--- config.mk ---
export PLATFORM = sky130hd
export DESIGN_NAME = i2c_bus_recovery_sequencer
export DESIGN_NICKNAME = d
export VERILOG_FILES = /design/src/rtl/i2cbr_pkg.sv /design/src/rtl/i2c_bus_recovery_sequencer.sv
export SDC_FILE = /design/constraint.sdc
export NUM_CORES = 1
export LEC_CHECK = 0
export ABC_AREA = 0
export BUFFER_PORTS_ARGS = -buffer_cell sky130_fd_sc_hd__buf_2
export CORE_UTILIZATION = 60
export DETAILED_ROUTE_END_ITERATION = 12
export PLACE_DENSITY = 0.82
export REMOVE_ABC_BUFFERS = 1
export SLEW_MARGIN = 20
export SYNTH_ARGS = -nofsm -noshare
export SYNTH_HDL_FRONTEND = slang
export SYNTH_SLANG_ARGS = --single-unit
--- constraint.sdc ---
create_clock -name clock -period 6.2 [get_ports clock]
set_clock_uncertainty 0.15 [all_clocks]
set_input_delay 0.31 -clock clock [delete_from_list [all_inputs] [get_ports clock]]
set_output_delay 0.31 -clock clock [all_outputs]
set_load 0.1 [all_outputs]
--- src/rtl/i2cbr_pkg.sv ---
package i2cbr_pkg;

   // Width of the tick counter that times every line level.
   localparam int WAIT_WIDTH_DEFAULT = 16;

   // Width of the timing registers as written through the register port.
   localparam int TICKS_WIDTH = 16;
   localparam int PULSES_WIDTH = 5;
   localparam int REPEATS_WIDTH = 3;
   localparam int CSR_INDEX_WIDTH = 2;

   // Highest number of SCL pulses that a run may try.
   localparam logic [PULSES_WIDTH-1:0] MAX_PULSE_LIMIT = 5'd16;

   // Register reset values.
   localparam logic [TICKS_WIDTH-1:0]   ABORT_TICKS_RESET   = 16'd50;
   localparam logic [TICKS_WIDTH-1:0]   HALF_TICKS_RESET    = 16'd50;
   localparam logic [PULSES_WIDTH-1:0]  MAX_PULSES_RESET    = 5'd16;
   localparam logic [REPEATS_WIDTH-1:0] START_REPEATS_RESET = 3'd5;

   // Register indexes on the register port.
   typedef enum logic [CSR_INDEX_WIDTH-1:0] {
      CSR_ABORT_TICKS   = 2'd0,
      CSR_HALF_TICKS    = 2'd1,
      CSR_MAX_PULSES    = 2'd2,
      CSR_START_REPEATS = 2'd3
   } csr_index_type;

   typedef enum logic [3:0] {
      PH_IDLE       = 4'd0,
      PH_PULSE_LOW  = 4'd1,
      PH_PULSE_HIGH = 4'd2,
      PH_ST_SDA_HI  = 4'd3,
      PH_ST_SCL_HI  = 4'd4,
      PH_ST_SDA_LO  = 4'd5,
      PH_ST_SCL_LO  = 4'd6,
      PH_STOP_A     = 4'd7,
      PH_STOP_B     = 4'd8
   } phase_type;

   // One result word, highest bit first.
   typedef struct packed {
      logic [2:0] pad;
      logic       failed;
      logic       done_res;
      logic       busy_res;
      logic       sda_release;
      logic       scl_release;
   } rsp_word_type;

endpackage

--- src/rtl/i2c_bus_recovery_sequencer.sv ---
// I2C bus clear sequencer, one input word per clock tick of the timing base.
// The result word for an input word is registered and appears in the cycle after it is accepted.
// Throughput: one word per cycle; an input word is taken while the output register is
// empty or being emptied in the same cycle, so the sequencer state advances once per word.
// Reset (synchronous, active high): sequencer idle with both lines released, the
// registers back to their defaults, and the output register empty.
module i2c_bus_recovery_sequencer #(
   parameter int WAIT_WIDTH = i2cbr_pkg::WAIT_WIDTH_DEFAULT
) (
   input  logic       clock,
   input  logic       reset,

   // Input channel, one word per tick.
   input  logic       req_tvalid,
   output logic       req_tready,
   input  logic [7:0] req_tdata,   // [0] go, [1] sda_level, [2] scl_level, [7:3] zero

   // Result channel, one word for every input word.
   output logic       rsp_tvalid,
   input  logic       rsp_tready,
   output logic [7:0] rsp_tdata,   // [0] scl_release, [1] sda_release, [2] busy_res,
                                   // [3] done_res, [4] failed, [7:5] zero

   // Register write port.
   input  logic                                   csr_valid,
   output logic                                   csr_ready,
   input  logic [i2cbr_pkg::CSR_INDEX_WIDTH-1:0]  csr_index,
   input  logic [31:0]                            csr_data
);

   localparam int TW = i2cbr_pkg::TICKS_WIDTH;
   localparam int PW = i2cbr_pkg::PULSES_WIDTH;
   localparam int RW = i2cbr_pkg::REPEATS_WIDTH;

   // Configuration registers.
   logic [TW-1:0] abort_ticks_ff;
   logic [TW-1:0] half_ticks_ff;
   logic [PW-1:0] max_pulses_ff;
   logic [RW-1:0] start_repeats_ff;

   // Sequencer state and its next values.
   i2cbr_pkg::phase_type phase_ff, phase_in;
   logic [WAIT_WIDTH-1:0] wait_ff, wait_in;
   logic [PW-1:0] pulse_ff, pulse_in;
   logic [RW-1:0] start_ff, start_in;
   logic scl_drive_ff, scl_drive_in;
   logic sda_drive_ff, sda_drive_in;
   logic fail_ff, fail_in;
   logic done_in;

   // Output register.
   logic rsp_valid_ff;
   i2cbr_pkg::rsp_word_type rsp_word_ff, rsp_word_in;

   logic req_accept;
   logic go, sda_in, scl_in;
   logic expired;
   logic [WAIT_WIDTH-1:0] abort_len, half_len;
   logic [PW-1:0] pulse_limit;
   logic [PW-1:0] pulse_inc;
   logic [RW-1:0] start_inc;

   // The register port never stalls.
   assign csr_ready = 1'b1;

   always_ff @(posedge clock) begin
      if (reset) begin
         abort_ticks_ff   <= i2cbr_pkg::ABORT_TICKS_RESET;
         half_ticks_ff    <= i2cbr_pkg::HALF_TICKS_RESET;
         max_pulses_ff    <= i2cbr_pkg::MAX_PULSES_RESET;
         start_repeats_ff <= i2cbr_pkg::START_REPEATS_RESET;
      end else if (csr_valid) begin
         unique case (i2cbr_pkg::csr_index_type'(csr_index))
            i2cbr_pkg::CSR_ABORT_TICKS:   abort_ticks_ff   <= csr_data[TW-1:0];
            i2cbr_pkg::CSR_HALF_TICKS:    half_ticks_ff    <= csr_data[TW-1:0];
            i2cbr_pkg::CSR_MAX_PULSES:    max_pulses_ff    <= csr_data[PW-1:0];
            i2cbr_pkg::CSR_START_REPEATS: start_repeats_ff <= csr_data[RW-1:0];
            default: begin
            end
         endcase
      end
   end

   // Wait lengths: a zero length acts as one tick, and a length beyond the
   // counter range saturates at the counter's largest value.
   generate
      if (WAIT_WIDTH >= TW) begin : g_wide_wait
         always_comb begin
            abort_len = WAIT_WIDTH'(abort_ticks_ff);
            half_len  = WAIT_WIDTH'(half_ticks_ff);
            if (abort_ticks_ff == '0) abort_len = WAIT_WIDTH'(1);
            if (half_ticks_ff == '0) half_len = WAIT_WIDTH'(1);
         end
      end else begin : g_narrow_wait
         always_comb begin
            abort_len = abort_ticks_ff[WAIT_WIDTH-1:0];
            half_len  = half_ticks_ff[WAIT_WIDTH-1:0];
            if (abort_ticks_ff[TW-1:WAIT_WIDTH] != '0) abort_len = '1;
            else if (abort_ticks_ff == '0) abort_len = WAIT_WIDTH'(1);
            if (half_ticks_ff[TW-1:WAIT_WIDTH] != '0) half_len = '1;
            else if (half_ticks_ff == '0) half_len = WAIT_WIDTH'(1);
         end
      end
   endgenerate

   // Pulse limit clamped to the range one to sixteen.
   always_comb begin
      if (max_pulses_ff == '0) pulse_limit = PW'(1);
      else if (max_pulses_ff > i2cbr_pkg::MAX_PULSE_LIMIT)
         pulse_limit = i2cbr_pkg::MAX_PULSE_LIMIT;
      else pulse_limit = max_pulses_ff;
   end

   // A new word is taken whenever the output register has room this cycle.
   assign req_accept = req_tvalid && req_tready;
   assign req_tready = !rsp_valid_ff || rsp_tready;

   assign go     = req_tdata[0];
   assign sda_in = req_tdata[1];
   assign scl_in = req_tdata[2];

   assign pulse_inc = pulse_ff + PW'(1);
   assign start_inc = start_ff + RW'(1);

   // Next state for one tick.
   always_comb begin
      phase_in     = phase_ff;
      wait_in      = wait_ff;
      pulse_in     = pulse_ff;
      start_in     = start_ff;
      scl_drive_in = scl_drive_ff;
      sda_drive_in = sda_drive_ff;
      fail_in      = fail_ff;
      done_in      = 1'b0;
      expired      = 1'b0;

      // The wait counter runs on every tick of a run and expires at one.
      if (phase_ff != i2cbr_pkg::PH_IDLE) begin
         if (wait_ff > WAIT_WIDTH'(1)) begin
            wait_in = wait_ff - WAIT_WIDTH'(1);
         end else begin
            wait_in = '0;
            expired = 1'b1;
         end
      end

      if (phase_ff == i2cbr_pkg::PH_IDLE) begin
         if (go) begin
            pulse_in = '0;
            start_in = '0;
            if (!sda_in) begin
               // SDA held low by a device: start clocking it free.
               fail_in      = 1'b1;
               scl_drive_in = 1'b0;
               phase_in     = i2cbr_pkg::PH_PULSE_LOW;
               wait_in      = abort_len;
            end else begin
               fail_in = 1'b0;
               if (start_repeats_ff != '0) begin
                  sda_drive_in = 1'b1;
                  phase_in     = i2cbr_pkg::PH_ST_SDA_HI;
                  wait_in      = half_len;
               end else begin
                  phase_in = i2cbr_pkg::PH_STOP_A;
                  wait_in  = abort_len;
               end
            end
         end
      end else if (expired) begin
         unique case (phase_ff)
            i2cbr_pkg::PH_PULSE_LOW: begin
               scl_drive_in = 1'b1;
               phase_in     = i2cbr_pkg::PH_PULSE_HIGH;
               wait_in      = abort_len;
            end
            i2cbr_pkg::PH_PULSE_HIGH: begin
               // End of a pulse: the bus is free once both lines read high.
               pulse_in = pulse_inc;
               if (scl_in && sda_in) begin
                  fail_in  = 1'b0;
                  start_in = '0;
                  if (start_repeats_ff != '0) begin
                     sda_drive_in = 1'b1;
                     phase_in     = i2cbr_pkg::PH_ST_SDA_HI;
                     wait_in      = half_len;
                  end else begin
                     phase_in = i2cbr_pkg::PH_STOP_A;
                     wait_in  = abort_len;
                  end
               end else if (pulse_inc >= pulse_limit) begin
                  phase_in = i2cbr_pkg::PH_STOP_A;
                  wait_in  = abort_len;
               end else begin
                  scl_drive_in = 1'b0;
                  phase_in     = i2cbr_pkg::PH_PULSE_LOW;
                  wait_in      = abort_len;
               end
            end
            i2cbr_pkg::PH_ST_SDA_HI: begin
               scl_drive_in = 1'b1;
               phase_in     = i2cbr_pkg::PH_ST_SCL_HI;
               wait_in      = half_len;
            end
            i2cbr_pkg::PH_ST_SCL_HI: begin
               sda_drive_in = 1'b0;
               phase_in     = i2cbr_pkg::PH_ST_SDA_LO;
               wait_in      = half_len;
            end
            i2cbr_pkg::PH_ST_SDA_LO: begin
               scl_drive_in = 1'b0;
               phase_in     = i2cbr_pkg::PH_ST_SCL_LO;
               wait_in      = half_len;
            end
            i2cbr_pkg::PH_ST_SCL_LO: begin
               start_in = start_inc;
               if (start_inc < start_repeats_ff) begin
                  sda_drive_in = 1'b1;
                  phase_in     = i2cbr_pkg::PH_ST_SDA_HI;
                  wait_in      = half_len;
               end else begin
                  phase_in = i2cbr_pkg::PH_STOP_A;
                  wait_in  = abort_len;
               end
            end
            i2cbr_pkg::PH_STOP_A: begin
               scl_drive_in = 1'b1;
               phase_in     = i2cbr_pkg::PH_STOP_B;
               wait_in      = abort_len;
            end
            i2cbr_pkg::PH_STOP_B: begin
               // SDA rising while SCL is high closes the run with a stop.
               sda_drive_in = 1'b1;
               phase_in     = i2cbr_pkg::PH_IDLE;
               wait_in      = '0;
               done_in      = 1'b1;
            end
            default: begin
               phase_in = i2cbr_pkg::PH_IDLE;
               wait_in  = '0;
            end
         endcase
      end
   end

   // Result word built from the state after this tick.
   always_comb begin
      rsp_word_in             = '0;
      rsp_word_in.scl_release = scl_drive_in;
      rsp_word_in.sda_release = sda_drive_in;
      rsp_word_in.busy_res    = (phase_in != i2cbr_pkg::PH_IDLE);
      rsp_word_in.done_res    = done_in;
      rsp_word_in.failed      = done_in && fail_in;
   end

   always_ff @(posedge clock) begin
      if (reset) begin
         phase_ff     <= i2cbr_pkg::PH_IDLE;
         wait_ff      <= '0;
         pulse_ff     <= '0;
         start_ff     <= '0;
         scl_drive_ff <= 1'b1;
         sda_drive_ff <= 1'b1;
         fail_ff      <= 1'b0;
      end else if (req_accept) begin
         phase_ff     <= phase_in;
         wait_ff      <= wait_in;
         pulse_ff     <= pulse_in;
         start_ff     <= start_in;
         scl_drive_ff <= scl_drive_in;
         sda_drive_ff <= sda_drive_in;
         fail_ff      <= fail_in;
      end
   end

   always_ff @(posedge clock) begin
      if (reset) begin
         rsp_valid_ff <= 1'b0;
      end else if (req_accept) begin
         rsp_valid_ff <= 1'b1;
      end else if (rsp_tready) begin
         rsp_valid_ff <= 1'b0;
      end
   end

   always_ff @(posedge clock) begin
      if (req_accept) begin
         rsp_word_ff <= rsp_word_in;
      end
   end

   assign rsp_tvalid = rsp_valid_ff;
   assign rsp_tdata  = rsp_word_ff;

endmodule

# After elaboration in Yosys (flattened, before gate mapping)
# Cells that the tools add are included.
# classes
addsub	3
order_cmp	4
eq_ne	13
n_mux	60
n_reduce_logical	26
# ops
cell	count
16-bit 2-to-1 mux	11
16-bit case mux with 4 select lines	1
16-bit zero test	2
5-bit 2-to-1 mux	6
4-bit case mux with 7 select lines	1
1-bit 2-to-1 mux	26
3-bit 2-to-1 mux	8
4-bit by 3-bit equality test with 1-bit output, second input constant	4
16-bit by 1-bit greater-than comparator with 1-bit output, second input constant	1
4-bit 2-to-1 mux	4
16-bit by 1-bit subtractor with 16-bit output, second input constant	1
4-bit by 2-bit equality test with 1-bit output, second input constant	2
2-bit AND reduction	4
4-bit nonzero test	2
3-bit case mux with 2 select lines	1
2-bit nonzero test	3
3-bit nonzero test	2
3-bit OR reduction	2
5-bit by 1-bit adder with 5-bit output, second input constant	1
5-bit greater-or-equal comparator	1
5-bit greater-than comparator, second input constant	1
5-bit zero test	1
5-bit AND reduction	1
2-bit equality test, second input constant	2
16 further kinds	18
# word_totals
ff_bits	77
input_bits	47
output_inout_bits	11
elab_cells	123

# Longest topological paths before layout
# depth
depth_word	10
ltp_mapped	10
mapped_depth_nobuf	10

# Worst setup path before layout
# Ideal clock, no wire load.
# synth_timing
path_type	flip-flop to flip-flop
startpoint	register rsp_valid_ff, in the netlist rsp_tvalid
endpoint	register wait_ff[4]
arrival_ns	3.049
t_required_ns	5.924
setup_slack_ns	2.876
path_stages_with_launch	8
path_cell_list	dfxtp_1 nand2b_1 nand2_1 inv_1 clkbuf_1 clkbuf_1 o21bai_1 o22ai_1
# synth_between
elab_chain_cells	3
# synth_lines
element	line_no	source
start, declared	i2c_bus_recovery_sequencer.sv:52	logic rsp_valid_ff;
start signal, assigned	i2c_bus_recovery_sequencer.sv:277	rsp_valid_ff <= 1'b0;
start signal, assigned	i2c_bus_recovery_sequencer.sv:279	rsp_valid_ff <= 1'b1;
start signal, assigned	i2c_bus_recovery_sequencer.sv:281	rsp_valid_ff <= 1'b0;
1-bit zero test	i2c_bus_recovery_sequencer.sv:116	assign req_tready = !rsp_valid_ff || rsp_tready;
1-bit logical OR	i2c_bus_recovery_sequencer.sv:116	
net req_tready	i2c_bus_recovery_sequencer.sv:15	output logic req_tready,
1-bit logical AND	i2c_bus_recovery_sequencer.sv:115	assign req_accept = req_tvalid && req_tready;
net req_accept	i2c_bus_recovery_sequencer.sv:55	logic req_accept;
end signal, assigned	i2c_bus_recovery_sequencer.sv:266	wait_ff <= wait_in;
end, declared	i2c_bus_recovery_sequencer.sv:43	logic [WAIT_WIDTH-1:0] wait_ff, wait_in;
# The timed path passes the listed nets, and every way through them passes these cells.
# A chain may end at the register's enable or synchronous reset.

# Final worst setup path
# layout_timing
startpoint	register phase_ff[1]
endpoint	register wait_ff[6]
# layout_between
elab_chain_cells	5
word_cells_on_any_way	17
classes_between	eq/ne (7); mux (6); reduce/logical (4)
# layout_lines
element	line_no	source
start, declared	i2c_bus_recovery_sequencer.sv:42	i2cbr_pkg::phase_type phase_ff, phase_in;
start signal, assigned	i2c_bus_recovery_sequencer.sv:257	phase_ff <= i2cbr_pkg::PH_IDLE;
start signal, assigned	i2c_bus_recovery_sequencer.sv:265	phase_ff <= phase_in;
4-bit by 3-bit equality test with 1-bit output (tied with other cells)	i2c_bus_recovery_sequencer.sv:170	unique case (phase_ff)
3-bit OR reduction (no line) / 2-bit OR reduction (equally long branches)	-	
16-bit case mux with 4 select lines	i2c_bus_recovery_sequencer.sv:170	
16-bit 2-to-1 mux	i2c_bus_recovery_sequencer.sv:169	end else if (expired) begin
16-bit 2-to-1 mux (*)	i2c_bus_recovery_sequencer.sv:147	if (phase_ff == i2cbr_pkg::PH_IDLE) begin
# Every way passes the cells marked *; elsewhere a longest branch is shown, timed or not.

==> impl_results.md <==
- Initial Util: 62.1%
- Filler cells: 637
- Dominant synthesized flop cell: dfxtp_1
- Worst Path Arrival: 3.42 ns
- Antenna Nets Post-Route: 0
- Die Y: roughly 89 um
- Max_slew headroom: 35.2%
- Resized Gates After CTS: 0
- Hold path depth: 3
- Worst Hold Launch: csr_data[5]
- Synth async-reset ratio: 0%
- First-pass GRT wire length: 18.4 mm
- Routability cong.: 0.895
- Syn Std Cell Area: 4530 um^2
- WL/cell: between 15 and 20 um
- Max_cap viols: 0
- GRT Residual Overflow: 0
- IO buf count: 32
- Hold_ws: 0.0282 ns
- Initial detailed-routing violation count: 398
- Total GRT Usage: 30.5%
- Synth-to-Final Area Change: 7.87%
- Pins Over Slew Limit: 0
- Largest net degree at the start of global routing: 74
- # hold bufs at CTS: 0
- Final setup vio count: 0
- CP Class: register to register
- Hold WC Path Type: input pin to register
- P_leak: ~1.9 nW
- Worst endpoint required time: 6.33 ns
- TritonCTS clock tree: built
- RSZ-0062 raised after global routing: no
- Die width: 88.9 um
- R2R Path Start: phase_ff[1]$_SDFFE_PP0P_
- Status: completed
- Share of cells above drive strength 1: 11.3%
- Worst Setup SP: phase_ff[1]$_SDFFE_PP0P_
- CTS root buffer: clkbuf_8
- Avg Synthesized Cell Area: 7.95 um^2
- Clk pin slew, worst setup/hold paths: 0.09 ns
- Synth unique cells: 67
- Tcrit/Tclk final: 53.2%
- Total CTS buffers: 9
- CTS Buffer Depth: 2
- Fmax: between 300 and 400 MHz
- Measured slew at the worst slew-check pin: 0.959 ns
- WL final: ~11 mm
- Max FO, Critical Path: 18
- Post-synth EDFFs: 5
- Clock Latency Late Sink: 0.36 ns
- Reg2Reg Depth: 6
- Post-Synthesis Cells: 570
- Crit end category: register
- Sink Count: 77
- Hpwl dp: 7.64 mm
- Power per cell area: roughly 260 nW/um^2
- Vias per inst: 6.32
- Vias in the first global route: 3834
- Setup bufs post-CTS: 0
- Initial antenna violation count: 0
- Worst VDD drop: 0.154 mV
- Routed via count: 4307
- Setup TNS: 0 ns
- DRC Markers: 0
- Total power: 1.25 mW
- Yosys synthesis warning count: 0
- Seq cells post-synth: between 70 and 80
- Core Rows: 31
- Layout Nets: 636
- Die Area: 7900 um^2
- Clock H-tree levels: 3
- First-pass iteration count of the detailed router: 6
- Startpoint types: register
- # diodes: 0
- Min Tclk post-route: 3.30 ns
- Seq/Total Area, Yosys: a little over a third
- Fin. Hold Viols: 0
- Core Region: about 7300 um^2
- Num ports: 58
==> metrics by stage <==
stage / cell area (um^2) / util (%) / std cells / worst slack [ns]
2_1_floorplan: 4340 / - / 530 / 2.33
3_3_place_gp: 4680 / 64.2 / 666 / 3.16
3_5_place_dp: 4680 / 64.2 / 666 / 3.04
4_1_cts: 4890 / 67.0 / 682 / 3.00
5_1_grt: 4890 / 67.0 / 682 / 2.73
6_report: 4890 / 67.0 / 682 / 2.90
==> final timing paths <==
| kind | end | slack, ns |
|---|---|---|
| worst max register to register | wait_ff[6]$_SDFFE_PP0P_ | 2.90 |
| worst min-delay path | half_ticks_ff[5]$_SDFFE_PP1P_ | 0.03 |
| worst max-delay path | wait_ff[6]$_SDFFE_PP0P_ | 2.90 |
| worst min register to register | abort_ticks_ff[0]$_SDFFE_PP0P_ | 0.31 |
==> final cells by class <==
cell class / count / area [um^2] / area share (%)
multi-input cells: 443 / 2730 / 55.9
flip-flops and latches: 77 / 1590 / 32.6
repair buffers: 37 / 198 / 4.05
clock buffers: 11 / 163 / 3.33
well taps: 99 / 124 / 2.54
clock inverters: 5 / 41.3 / 0.845
inverters: 10 / 37.5 / 0.768
==> cells in the mapped netlist (5+ instances only) <==
| cell | count | area (um^2) |
|---|---|---|
| or3_1 | 8 | 50.1 |
| edfxtp_1 | 5 | 150 |
| a311oi_1 | 5 | 43.8 |
| buf_2 | 6 | 30.0 |
| nand3_1 | 21 | 105 |
| nor2b_1 | 5 | 31.3 |
| xor2_1 | 6 | 52.6 |
| or4_1 | 5 | 37.5 |
| mux2i_1 | 25 | 250 |
| dfxtp_1 | 72 | 1440 |
| inv_1 | 10 | 37.5 |
| a21oi_1 | 54 | 270 |
| clkbuf_1 | 27 | 101 |
| nor3_1 | 19 | 95.1 |
| nand2_1 | 95 | 357 |
| a22oi_1 | 8 | 60.1 |
| nand3b_1 | 10 | 75.1 |
| nand2b_1 | 6 | 37.5 |
| nor2_1 | 37 | 139 |
| o21ai_0 | 23 | 115 |
| ha_1 | 11 | 138 |
| xnor2_1 | 5 | 43.8 |
| o22ai_1 | 5 | 31.3 |
| a211oi_1 | 7 | 52.6 |
| nor4_1 | 9 | 56.3 |
==> per-layer routing <==
| metal | track usage [%] | vias up | wire (um) |
|---|---|---|---|
| met2 | 47.5 | 169 | 5260 |
| met3 | 5.32 | 20 | 738 |
| met1 | 41.7 | 2026 | 5170 |
| met5 | 0 | - | 0 |
| li1 | - | 2092 | - |
| met4 | 12.6 | 0 | 186 |
==> report_power, final <==
part | switching [mW] | total [mW] | leakage, nW | internal [mW]
combinational | 0.204 | 0.301 | 1.13 | 0.0977
clock | 0.208 | 0.393 | 0.103 | 0.184
sequential | 0.0337 | 0.558 | 0.632 | 0.524
==> registers in the layout, indices dropped and copies added (netlist names), 3 cells and up <==
signal            cells
start_repeats_ff      3
abort_ticks_ff       16
rsp_tdata             5
phase_ff              4
wait_ff              16
start_ff              3
max_pulses_ff         5
half_ticks_ff        16
pulse_ff              5
==> critical path, stage by stage, from the launching register on <==
cell      delay [ns]
dfxtp_1         0.72
nor4b_1         0.85
nand3b_1        0.24
nand3_1         0.53
nor2b_1         0.35
a221oi_1        0.14
a211oi_1        0.21
==> layout by cell type, fill, tap and decap left out, types with 10 or more instances in the layout <==
cell      netlist  final
mux2i_1        25     25
nand3_1        21     21
a21oi_1        54     54
o21ai_0        23     23
inv_1          10     10
nor2_1         37     37
clkbuf_8        0     10
nand2_1        95     95
buf_2           6     32
dfxtp_1        72     72
ha_1           11     11
nand3b_1       10     10
nor3_1         19     19
==> kinds of logic (layout without fill, tap and decap cells) <==
logic type,after synthesis,after routing,share of synthesized area (%)
AND/OR/NAND/NOR,237,237,25.7
AO/OA/AOI/OAI,153,153,22.6
flip-flops,77,77,35.1
buffers and inverters,52,63,5.17
multiplexers,27,27,6.02
adder cells (fa/ha/maj),11,11,3.04
XOR/XNOR,11,11,2.13
other,2,4,0.166
Note: power is estimated with default switching activity, not from simulation.
